==> src/design/bthid_pkg.sv <==
// ----------------------------------------------------------------------------
// bthid_pkg
// Types and codes for the button to HID report mapper.
// ----------------------------------------------------------------------------
package bthid_pkg;

  typedef enum logic [1:0] {
    CMD_PRESS   = 2'd0,
    CMD_RELEASE = 2'd1,
    CMD_TICK    = 2'd2,
    CMD_UNMOUNT = 2'd3
  } cmd_e;

  localparam logic [2:0] T_KEY   = 3'd1;
  localparam logic [2:0] T_MOUSE = 3'd2;
  localparam logic [2:0] T_AXIS  = 3'd3;
  localparam logic [2:0] T_PAD   = 3'd4;

  localparam logic [1:0] KIND_KEY   = 2'd0;
  localparam logic [1:0] KIND_MOUSE = 2'd1;
  localparam logic [1:0] KIND_PAD   = 2'd2;

  typedef struct packed {
    logic [1:0]  cmd;
    logic [1:0]  node;
    logic [2:0]  button;
    logic [18:0] action_a;
    logic [18:0] action_b;
    logic [18:0] action_c;
    logic [18:0] action_d;
    logic [15:0] first_delay;
    logic [15:0] repeat_delay;
    logic [31:0] now_ms;
    logic        host_ready;
  } in_item_t;

  typedef struct packed {
    logic [1:0]        report_kind;
    logic [47:0]       key_slots;
    logic [7:0]        modifier_bits;
    logic [7:0]        mouse_button_bits;
    logic signed [7:0] delta_x;
    logic signed [7:0] delta_y;
    logic signed [7:0] delta_wheel;
    logic [31:0]       pad_button_bits;
    logic              last_report;
  } out_item_t;

  typedef enum logic [3:0] {
    ST_IDLE,
    ST_PRESS_ACT,
    ST_REL_RD,
    ST_REL_ACT,
    ST_TICK_RD,
    ST_TICK_CHK,
    ST_TICK_ACT,
    ST_TICK_SUM,
    ST_EMIT_KEY,
    ST_EMIT_MOUSE,
    ST_EMIT_PAD
  } state_e;

endpackage

==> src/design/button_to_hid_report_mapper_core.sv <==
// ----------------------------------------------------------------------------
// button_to_hid_report_mapper_core
// Maps button press and release events to keyboard, mouse and gamepad reports.
// ----------------------------------------------------------------------------
// Usage:
//   Drive a transaction on in_i with start while busy is low. Press and
//   release update the report state; tick walks every entry, applies due
//   repeats and, if host_ready is set, emits up to three reports on out_o,
//   each marked by out_valid_o for one cycle. The receiver cannot stall.
//   Press holds busy while its actions pass, one per cycle, through the
//   shared action unit; release first reads the binding from the action
//   memory, then applies one action per cycle; unmount and a release of an
//   idle entry do not raise busy. A tick reads each entry and checks it; a
//   due entry then applies its actions one per cycle from the single read
//   port of the action memory and writes its next due time. Three report
//   states (key, mouse, pad) end the walk, whether or not a report is
//   emitted in each.
//   Reset clears held flags, report registers and dirty marks; the entry
//   memories hold garbage until written and are only acted on for held entries.
// ----------------------------------------------------------------------------
module button_to_hid_report_mapper_core #(
  parameter int NODES     = 4,
  parameter int BUTTONS   = 8,
  parameter int KEY_SLOTS = 6,
  parameter int ACTIONS   = 4
) (
  input  logic                  clk_i,
  input  logic                  rst_ni,
  input  logic                  start,
  output logic                  busy,
  input  bthid_pkg::in_item_t   in_i,
  output logic                  out_valid_o,
  output bthid_pkg::out_item_t  out_o
);
  import bthid_pkg::*;

  localparam int ENTRIES = NODES * BUTTONS;
  localparam int EW = (ENTRIES > 1) ? $clog2(ENTRIES) : 1;
  localparam int AW = (ACTIONS > 1) ? $clog2(ACTIONS) : 1;
  localparam int MW = EW + AW;
  localparam int KS = (KEY_SLOTS < 6) ? KEY_SLOTS : 6;

  // Entry memories: actions, repeat delay, next due time.
  logic [18:0] act_mem [ENTRIES*(2**AW)];
  logic [15:0] rep_mem [ENTRIES];
  logic [31:0] due_mem [ENTRIES];
  logic [ENTRIES-1:0] held_q, held_d;

  state_e state_q, state_d;
  in_item_t item_q, item_d;
  logic [EW-1:0] ent_q, ent_d;
  logic [AW-1:0] act_q, act_d;

  logic [7:0]  key_q [KEY_SLOTS];
  logic [7:0]  key_d [KEY_SLOTS];
  logic [7:0]  mod_q, mod_d, mbtn_q, mbtn_d;
  logic [7:0]  mot_q [3];
  logic [7:0]  mot_d [3];
  logic [7:0]  acc_q [3];
  logic [7:0]  acc_d [3];
  logic        mdirty_q, mdirty_d;
  logic [31:0] pad_q, pad_d;
  logic [2:0]  dirty_q, dirty_d;

  // Memory read/write control
  logic          act_we, ent_we;
  logic [MW-1:0] act_waddr, act_raddr;
  logic [18:0]   act_wdata, act_rd;
  logic [15:0]   rep_wdata, rep_rd;
  logic [31:0]   due_wdata, due_rd;
  logic [EW-1:0] ent_raddr;

  always_ff @(posedge clk_i) begin
    if (act_we) act_mem[act_waddr] <= act_wdata;
    act_rd <= act_mem[act_raddr];
  end
  always_ff @(posedge clk_i) begin
    if (ent_we) begin
      rep_mem[ent_q] <= rep_wdata;
      due_mem[ent_q] <= due_wdata;
    end
    rep_rd <= rep_mem[ent_raddr];
    due_rd <= due_mem[ent_raddr];
  end

  function automatic logic [18:0] pick_action(in_item_t it, logic [AW-1:0] a);
    logic [18:0] r;
    r = it.action_a;
    case (a)
      AW'(0): r = it.action_a;
      AW'(1): r = it.action_b;
      AW'(2): r = it.action_c;
      default: r = it.action_d;
    endcase
    return r;
  endfunction

  function automatic logic [7:0] sat_add(logic [7:0] a, logic [7:0] b);
    logic signed [8:0] s;
    s = $signed({a[7], a}) + $signed({b[7], b});
    if (s > 9'sd127) return 8'd127;
    if (s < -9'sd127) return 8'h81;
    return s[7:0];
  endfunction

  logic [18:0] cur_act;
  logic [2:0]  a_type;
  logic [7:0]  a_code, a_mod;
  logic        last_act;
  logic        last_rd;
  logic        found;

  assign busy = (state_q != ST_IDLE);

  always_comb begin
    cur_act = (state_q == ST_PRESS_ACT) ? pick_action(item_q, act_q) : act_rd;
    a_type  = cur_act[18:16];
    a_code  = cur_act[15:8];
    a_mod   = cur_act[7:0];
    last_act = (act_q == AW'(ACTIONS-1));
    // Memory-fed actions run one index behind the read counter.
    last_rd  = (act_q == AW'(ACTIONS));
  end

  // Next state
  always_comb begin
    state_d = state_q;
    case (state_q)
      ST_IDLE: if (start) begin
        case (cmd_e'(in_i.cmd))
          CMD_PRESS, CMD_RELEASE: begin
            if (32'(in_i.node) < NODES && 32'(in_i.button) < BUTTONS) begin
              if (in_i.cmd == CMD_PRESS) state_d = ST_PRESS_ACT;
              else if (held_q[EW'(32'(in_i.node) * BUTTONS + 32'(in_i.button))])
                state_d = ST_REL_RD;
            end
          end
          CMD_TICK: state_d = ST_TICK_RD;
          default:  state_d = ST_IDLE;
        endcase
      end
      ST_PRESS_ACT: if (last_act) state_d = ST_IDLE;
      ST_REL_RD:    state_d = ST_REL_ACT;
      ST_REL_ACT:   if (last_rd) state_d = ST_IDLE;
      ST_TICK_RD:   state_d = ST_TICK_CHK;
      ST_TICK_CHK: begin
        if (held_q[ent_q] && rep_rd != 16'd0 && item_q.now_ms >= due_rd)
          state_d = ST_TICK_ACT;
        else if (ent_q == EW'(ENTRIES-1)) state_d = ST_EMIT_KEY;
        else state_d = ST_TICK_RD;
      end
      ST_TICK_ACT: if (last_rd) state_d = ST_TICK_SUM;
      ST_TICK_SUM:
        state_d = (ent_q == EW'(ENTRIES-1)) ? ST_EMIT_KEY : ST_TICK_RD;
      ST_EMIT_KEY:   state_d = ST_EMIT_MOUSE;
      ST_EMIT_MOUSE: state_d = ST_EMIT_PAD;
      ST_EMIT_PAD:   state_d = ST_IDLE;
      default:       state_d = ST_IDLE;
    endcase
  end

  // Datapath and outputs
  always_comb begin
    item_d = item_q; ent_d = ent_q; act_d = act_q; held_d = held_q;
    key_d = key_q; mod_d = mod_q; mbtn_d = mbtn_q; mot_d = mot_q;
    acc_d = acc_q; mdirty_d = mdirty_q; pad_d = pad_q; dirty_d = dirty_q;
    act_we = 1'b0; act_waddr = {ent_q, act_q}; act_wdata = cur_act;
    ent_we = 1'b0; rep_wdata = item_q.repeat_delay;
    due_wdata = item_q.now_ms + 32'(item_q.first_delay);
    act_raddr = {ent_q, act_q}; ent_raddr = ent_q;
    found = 1'b0;
    out_valid_o = 1'b0;
    out_o = '0;
    case (state_q)
      ST_IDLE: begin
        act_d = '0;
        if (start) begin
          item_d = in_i;
          ent_d = EW'(32'(in_i.node) * BUTTONS + 32'(in_i.button));
          if (in_i.cmd == CMD_UNMOUNT) begin
            for (int i = 0; i < KEY_SLOTS; i++) key_d[i] = '0;
            mod_d = '0; mbtn_d = '0; pad_d = '0;
          end
          if (in_i.cmd == CMD_TICK) ent_d = '0;
        end
      end
      ST_PRESS_ACT: begin
        act_we = 1'b1;
        ent_we = (act_q == '0);
        held_d[ent_q] = 1'b1;
        act_d = act_q + AW'(1);
        case (a_type)
          T_KEY: begin
            for (int i = 0; i < KEY_SLOTS; i++)
              if (!found && key_d[i] == 8'd0) begin
                key_d[i] = a_code; found = 1'b1;
              end
            mod_d = mod_q | a_mod; dirty_d[0] = 1'b1;
          end
          T_MOUSE: begin
            if (a_code < 8'd8) mbtn_d[a_code[2:0]] = 1'b1;
            dirty_d[1] = 1'b1;
          end
          T_AXIS: begin
            if (a_code < 8'd3) mot_d[a_code[1:0]] = mot_q[a_code[1:0]] + a_mod;
            dirty_d[1] = 1'b1;
          end
          T_PAD: begin
            if (a_code < 8'd32) pad_d[a_code[4:0]] = 1'b1;
            dirty_d[2] = 1'b1;
          end
          default: ;
        endcase
      end
      ST_REL_RD: begin
        held_d[ent_q] = 1'b0;
        act_d = act_q + AW'(1);
        act_raddr = {ent_q, act_q};
      end
      ST_REL_ACT: begin
        act_d = act_q + AW'(1);
        act_raddr = {ent_q, act_q};
        if (last_rd) begin
          ent_we = 1'b1; rep_wdata = rep_rd; due_wdata = '0;
        end
        case (a_type)
          T_KEY: begin
            for (int i = 0; i < KEY_SLOTS; i++)
              if (key_q[i] == a_code) key_d[i] = 8'd0;
            mod_d = mod_q & ~a_mod; dirty_d[0] = 1'b1;
          end
          T_MOUSE: begin
            if (a_code < 8'd8) mbtn_d[a_code[2:0]] = 1'b0;
            dirty_d[1] = 1'b1;
          end
          T_PAD: begin
            if (a_code < 8'd32) pad_d[a_code[4:0]] = 1'b0;
            dirty_d[2] = 1'b1;
          end
          default: ;
        endcase
      end
      ST_TICK_RD: begin
        act_d = '0;
        for (int k = 0; k < 3; k++) acc_d[k] = '0;
        mdirty_d = 1'b0;
      end
      ST_TICK_CHK: begin
        act_raddr = {ent_q, AW'(0)};
        act_d = AW'(1);
        if (!(held_q[ent_q] && rep_rd != 16'd0 && item_q.now_ms >= due_rd))
          ent_d = ent_q + EW'(1);
      end
      ST_TICK_ACT: begin
        act_d = act_q + AW'(1);
        act_raddr = {ent_q, act_q};
        case (a_type)
          T_KEY: dirty_d[0] = 1'b1;
          T_MOUSE: mdirty_d = 1'b1;
          T_AXIS: begin
            if (a_code < 8'd3) acc_d[a_code[1:0]] = acc_q[a_code[1:0]] + a_mod;
            mdirty_d = 1'b1;
          end
          T_PAD: dirty_d[2] = 1'b1;
          default: ;
        endcase
      end
      ST_TICK_SUM: begin
        if (mdirty_q) begin
          for (int k = 0; k < 3; k++) mot_d[k] = sat_add(mot_q[k], acc_q[k]);
          dirty_d[1] = 1'b1;
        end
        ent_we = 1'b1; rep_wdata = rep_rd;
        due_wdata = item_q.now_ms + 32'(rep_rd);
        ent_d = ent_q + EW'(1);
      end
      ST_EMIT_KEY: begin
        if (item_q.host_ready && dirty_q[0]) begin
          out_valid_o = 1'b1;
          out_o.report_kind = KIND_KEY;
          for (int i = 0; i < KS; i++) out_o.key_slots[8*i +: 8] = key_q[i];
          out_o.modifier_bits = mod_q;
          out_o.last_report = (dirty_q[2:1] == 2'b00);
        end
      end
      ST_EMIT_MOUSE: begin
        if (item_q.host_ready && dirty_q[1]) begin
          out_valid_o = 1'b1;
          out_o.report_kind = KIND_MOUSE;
          out_o.mouse_button_bits = mbtn_q;
          out_o.delta_x = mot_q[0];
          out_o.delta_y = mot_q[1];
          out_o.delta_wheel = mot_q[2];
          out_o.last_report = !dirty_q[2];
          for (int k = 0; k < 3; k++) mot_d[k] = '0;
        end
      end
      ST_EMIT_PAD: begin
        if (item_q.host_ready) begin
          if (dirty_q[2]) begin
            out_valid_o = 1'b1;
            out_o.report_kind = KIND_PAD;
            out_o.pad_button_bits = pad_q;
            out_o.last_report = 1'b1;
          end
          dirty_d = '0;
        end
      end
      default: ;
    endcase
  end

  always_ff @(posedge clk_i or negedge rst_ni) begin
    if (!rst_ni) begin
      state_q <= ST_IDLE;
      held_q <= '0;
      for (int i = 0; i < KEY_SLOTS; i++) key_q[i] <= '0;
      mod_q <= '0; mbtn_q <= '0; pad_q <= '0; dirty_q <= '0;
      for (int k = 0; k < 3; k++) begin
        mot_q[k] <= '0; acc_q[k] <= '0;
      end
      mdirty_q <= 1'b0; ent_q <= '0; act_q <= '0;
    end else begin
      state_q <= state_d; held_q <= held_d; key_q <= key_d;
      mod_q <= mod_d; mbtn_q <= mbtn_d; pad_q <= pad_d; dirty_q <= dirty_d;
      mot_q <= mot_d; acc_q <= acc_d; mdirty_q <= mdirty_d;
      ent_q <= ent_d; act_q <= act_d;
    end
  end

  always_ff @(posedge clk_i) begin
    item_q <= item_d;
  end

endmodule

==> config.mk <==
export PLATFORM = sky130hd
export DESIGN_NAME = button_to_hid_report_mapper_core
export DESIGN_NICKNAME = d
export VERILOG_FILES = /design/src/design/bthid_pkg.sv /design/src/design/button_to_hid_report_mapper_core.sv
export SDC_FILE = /design/constraint.sdc
export NUM_CORES = 2
export LEC_CHECK = 0
export BUFFER_PORTS_ARGS = -buffer_cell sky130_fd_sc_hd__buf_2
export CAP_MARGIN = 20
export CELL_PAD_IN_SITES_DETAIL_PLACEMENT = 1
export CELL_PAD_IN_SITES_GLOBAL_PLACEMENT = 1
export CORE_MARGIN = 2
export CORE_UTILIZATION = 35
export DETAILED_ROUTE_END_ITERATION = 8
export PLACE_DENSITY = 0.54
export SLEW_MARGIN = 20
export SYNTH_ARGS = -nofsm -noshare
export SYNTH_HDL_FRONTEND = slang
export SYNTH_SLANG_ARGS = --single-unit
export TNS_END_PERCENT = 30
==> constraint.sdc <==
create_clock -name clk_i -period 18.79 [get_ports clk_i]
set_clock_uncertainty 0.15 [all_clocks]
set_input_delay 1.879 -clock clk_i [delete_from_list [all_inputs] [get_ports clk_i]]
set_output_delay 1.879 -clock clk_i [all_outputs]
set_load 0.02 [all_outputs]
==> reports/metrics.cfg <==
[clocking]
ctsResizeCount=0
cts_tree=yes
clockRootBuffer=clkbuf_16
postCtsSetupBuffers=0
clk_path_buf_depth=4
cts_hold_buffers=0
clk_latency_ns=1.03
clkTransAtPathRegs_ns=0.06
cts_sinks=4367
cts_buffers=466
h-tree-depth=5

[synth]
syn-num-nets=12500
syn_area_mm2=0.176
synth.yosys.seq_area_share=0.737
avgSynthCellArea_um2=14.4
synth.largest_area_cell=edfxtp_1
ys_seq_elements=4367
yosysUniqueCellTypes=93
async_reset_ff_frac=0.0437
synth_top_area_share=0.703
synth-edff-count=4109
ys_top_cells_by_area=edfxtp_1, mux2i_1, nand2_1
synth_top_flop_cell=edfxtp_1
ys_warn_count=0
synthCells=12200

[hold_path]
hold_class=flip-flop to flip-flop

[setup_path]
crit_top_cell=buf_4
cp_max_fo=70
worstPathCellList=buf_4 > ha_1 > buf_4 > inv_1 > a211oi_2 > a21oi_2 > inv_6 > buf_4 > o21ai_0 > ha_1 > a21o_1 > a21oi_1 > nor2b_1 > o21a_1 > o41ai_1 > xor2_1 > a22o_1
cp-end-kind=flip-flop
crit_arrival_ns=7.99
cp-start-kind=flip-flop
cp.required_ns=19.61
path_class=flip-flop to flip-flop
crit_family=buffers and inverters
cp_num_buf_inv=5
cp_slowest_cell=buf_4
worst_path_largest_cell_delay_ns=0.90

[cells_and_area]
final_nets=12800
area_growth_pct=15.2
drive_above_1_share=0.137
finish.utilization=0.404
n_fill_cell=50400
design_area_mm2=0.202

[sta]
period_share=0.382
grt_setup_unrepaired=no
setup_viol=0
fmax_mhz=139
fin_ws_ns=11.62
worst_slew_pin_slew_ns=1.20
tns_ns=0
period_needed_ns=7.17
maxSlewViolCount=0
final-hold-violation-count=0
relSlewSlack=0.189

[routing]
drc=0
wirelength_mm=631
vias=112000
first_iter_violations=10300
wl_per_cell_um=32.2
ant_nets=0
routed_via_density=5.71
firstDrtPassIters=6

[placement]
place_area_mm2=0.187
gp_congestion=0.846
dp_hpwl_mm=368
post-place-ws_ns=11.25
portBuffers=275

[floorplanning]
fp.dieH_um=712
rows=260
die_w_um=712
ios=276
die_area_mm2=0.507
core-area_mm2=0.501
start_util=0.351

[global_route]
grt-ovfl-total=0
grt_max_degree=143
grt_use_total=0.242
antenna_found_initial=34
grt_pass1_vias=116000
grt_pass1_wl_mm=889

[run]
drv_cap=0

[outcome]
status=completed

[power_and_ir_drop]
power.density_mw_per_mm2=177
ir_worst_vdd_uv=139
p_leak_nw=68.2

==> sequential cells by signal (all words and copies together), names as in the netlist, named ones only <==
register,flops
act_rd,19
state_q,4
ent_q,5
mbtn_q,8
mod_q,8
pad_q,32
due_rd,32
rep_mem,512
due_mem,1024
key_q,48
rep_rd,16
acc_q,24
act_q,2
item_q,141
act_mem,2432
mot_q,24
dirty_q,3
mdirty_q,1
==> placed cells by master, fill, tap and decap left out, drive strengths merged, types with 65 or more instances in the layout <==
cell type and instances:
a21oi 756, a221oi 191, a31oi 176, and2 111, buf 669, clkbuf 612, clkinv 196, dfrtp 191
dfxtp 67, edfxtp 4109, ha 111, inv 134, mux2i 684, mux4 65, nand2 1646, nand3 138
nand4 70, nor2 514, o21ai 1067, o221ai 375, o22ai 207, xnor2 68
==> final timing paths <==
path	from	to	slack (ns)	cells past startpoint
max	act_q[0]$_DFFE_PN0P_	acc_q[23]$_DFFE_PN0P_	11.62	17
max in group asynchronous	rst_ni	mbtn_q[2]$_DFFE_PN0P_	15.56	3
min	mod_q[5]$_DFFE_PN0P_	mod_q[5]$_DFFE_PN0P_	0.36	1
max reg2reg	act_q[0]$_DFFE_PN0P_	acc_q[23]$_DFFE_PN0P_	11.62	17
min in group asynchronous	rst_ni	async pin	0.77	1
min reg2reg	mod_q[5]$_DFFE_PN0P_	mod_q[5]$_DFFE_PN0P_	0.36	1
==> worst register-to-register path: stages (launching register included) <==
cell	delay [ns]
dfrtp_4	0.62
buf_4	0.71
ha_1	0.29
buf_4	0.37
inv_1	0.50
a211oi_2	0.66
a21oi_2	0.28
inv_6	0.35
buf_4	0.93
o21ai_0	0.36
ha_1	0.36
a21o_1	0.19
a21oi_1	0.27
nor2b_1	0.11
o21a_1	0.21
o41ai_1	0.35
xor2_1	0.28
a22o_1	0.17
==> per-stage QoR <==
| stage | power, mW | cells | hold slack (ns) |
|---|---|---|---|
| floorplan | 20.8 | 12200 | 0.271 |
| global placement | 26.4 | 18700 | 0.316 |
| detailed placement | 26.7 | 18700 | 0.354 |
| CTS | 36.0 | 19600 | 0.367 |
| global route | 37.2 | 19600 | 0.395 |
| finish | 35.8 | 19600 | 0.359 |
==> synthesized netlist by cell type (173+ instances only) <==
| cell | n |
|---|---|
| a21oi_1 | 751 |
| a221oi_1 | 190 |
| a31oi_1 | 173 |
| clkbuf_1 | 703 |
| dfrtp_1 | 191 |
| edfxtp_1 | 4109 |
| mux2i_1 | 684 |
| nand2_1 | 1646 |
| nor2_1 | 513 |
| o21ai_0 | 1064 |
| o221ai_1 | 375 |
| o22ai_1 | 207 |
==> power by group <==
part	switching [mW]	internal (mW)	total (mW)
sequential	0.514	13.3	13.8
clock	3.96	5.31	9.28
combinational	9.67	3.10	12.8
total	14.1	21.7	35.8
==> final cells by class <==
class	count	area (µm²)	share of cell area
sequential	4367	130000	0.640
multi-input combinational	6893	44000	0.218
clock buffer	610	12700	0.0625
tap	6681	8360	0.0413
timing repair buffer	671	4580	0.0226
clock inverter	266	2680	0.0132
inverter	126	514	0.00254
antenna	15	37.5	0.000185
==> metal layers <==
layer  part of all wire  vias up  GRT usage
met3              0.050      911     0.0293
met2               0.48     3290      0.408
met4              0.036       10     0.0785
met1               0.43    59900      0.325
li1                   -    47900          -
met5            0.00011        -          0
==> cells by family after synthesis <==
family / count (synthesis) / share of synthesized area
compound gates: 3117 / 0.111
xor+xnor: 105 / 0.00531
fa+ha+maj: 119 / 0.00876
buf+inv: 943 / 0.0206
flops: 4367 / 0.737
mux: 810 / 0.0512
simple gates: 2742 / 0.0659
No activity file was read; power rests on OpenSTA's default activity.
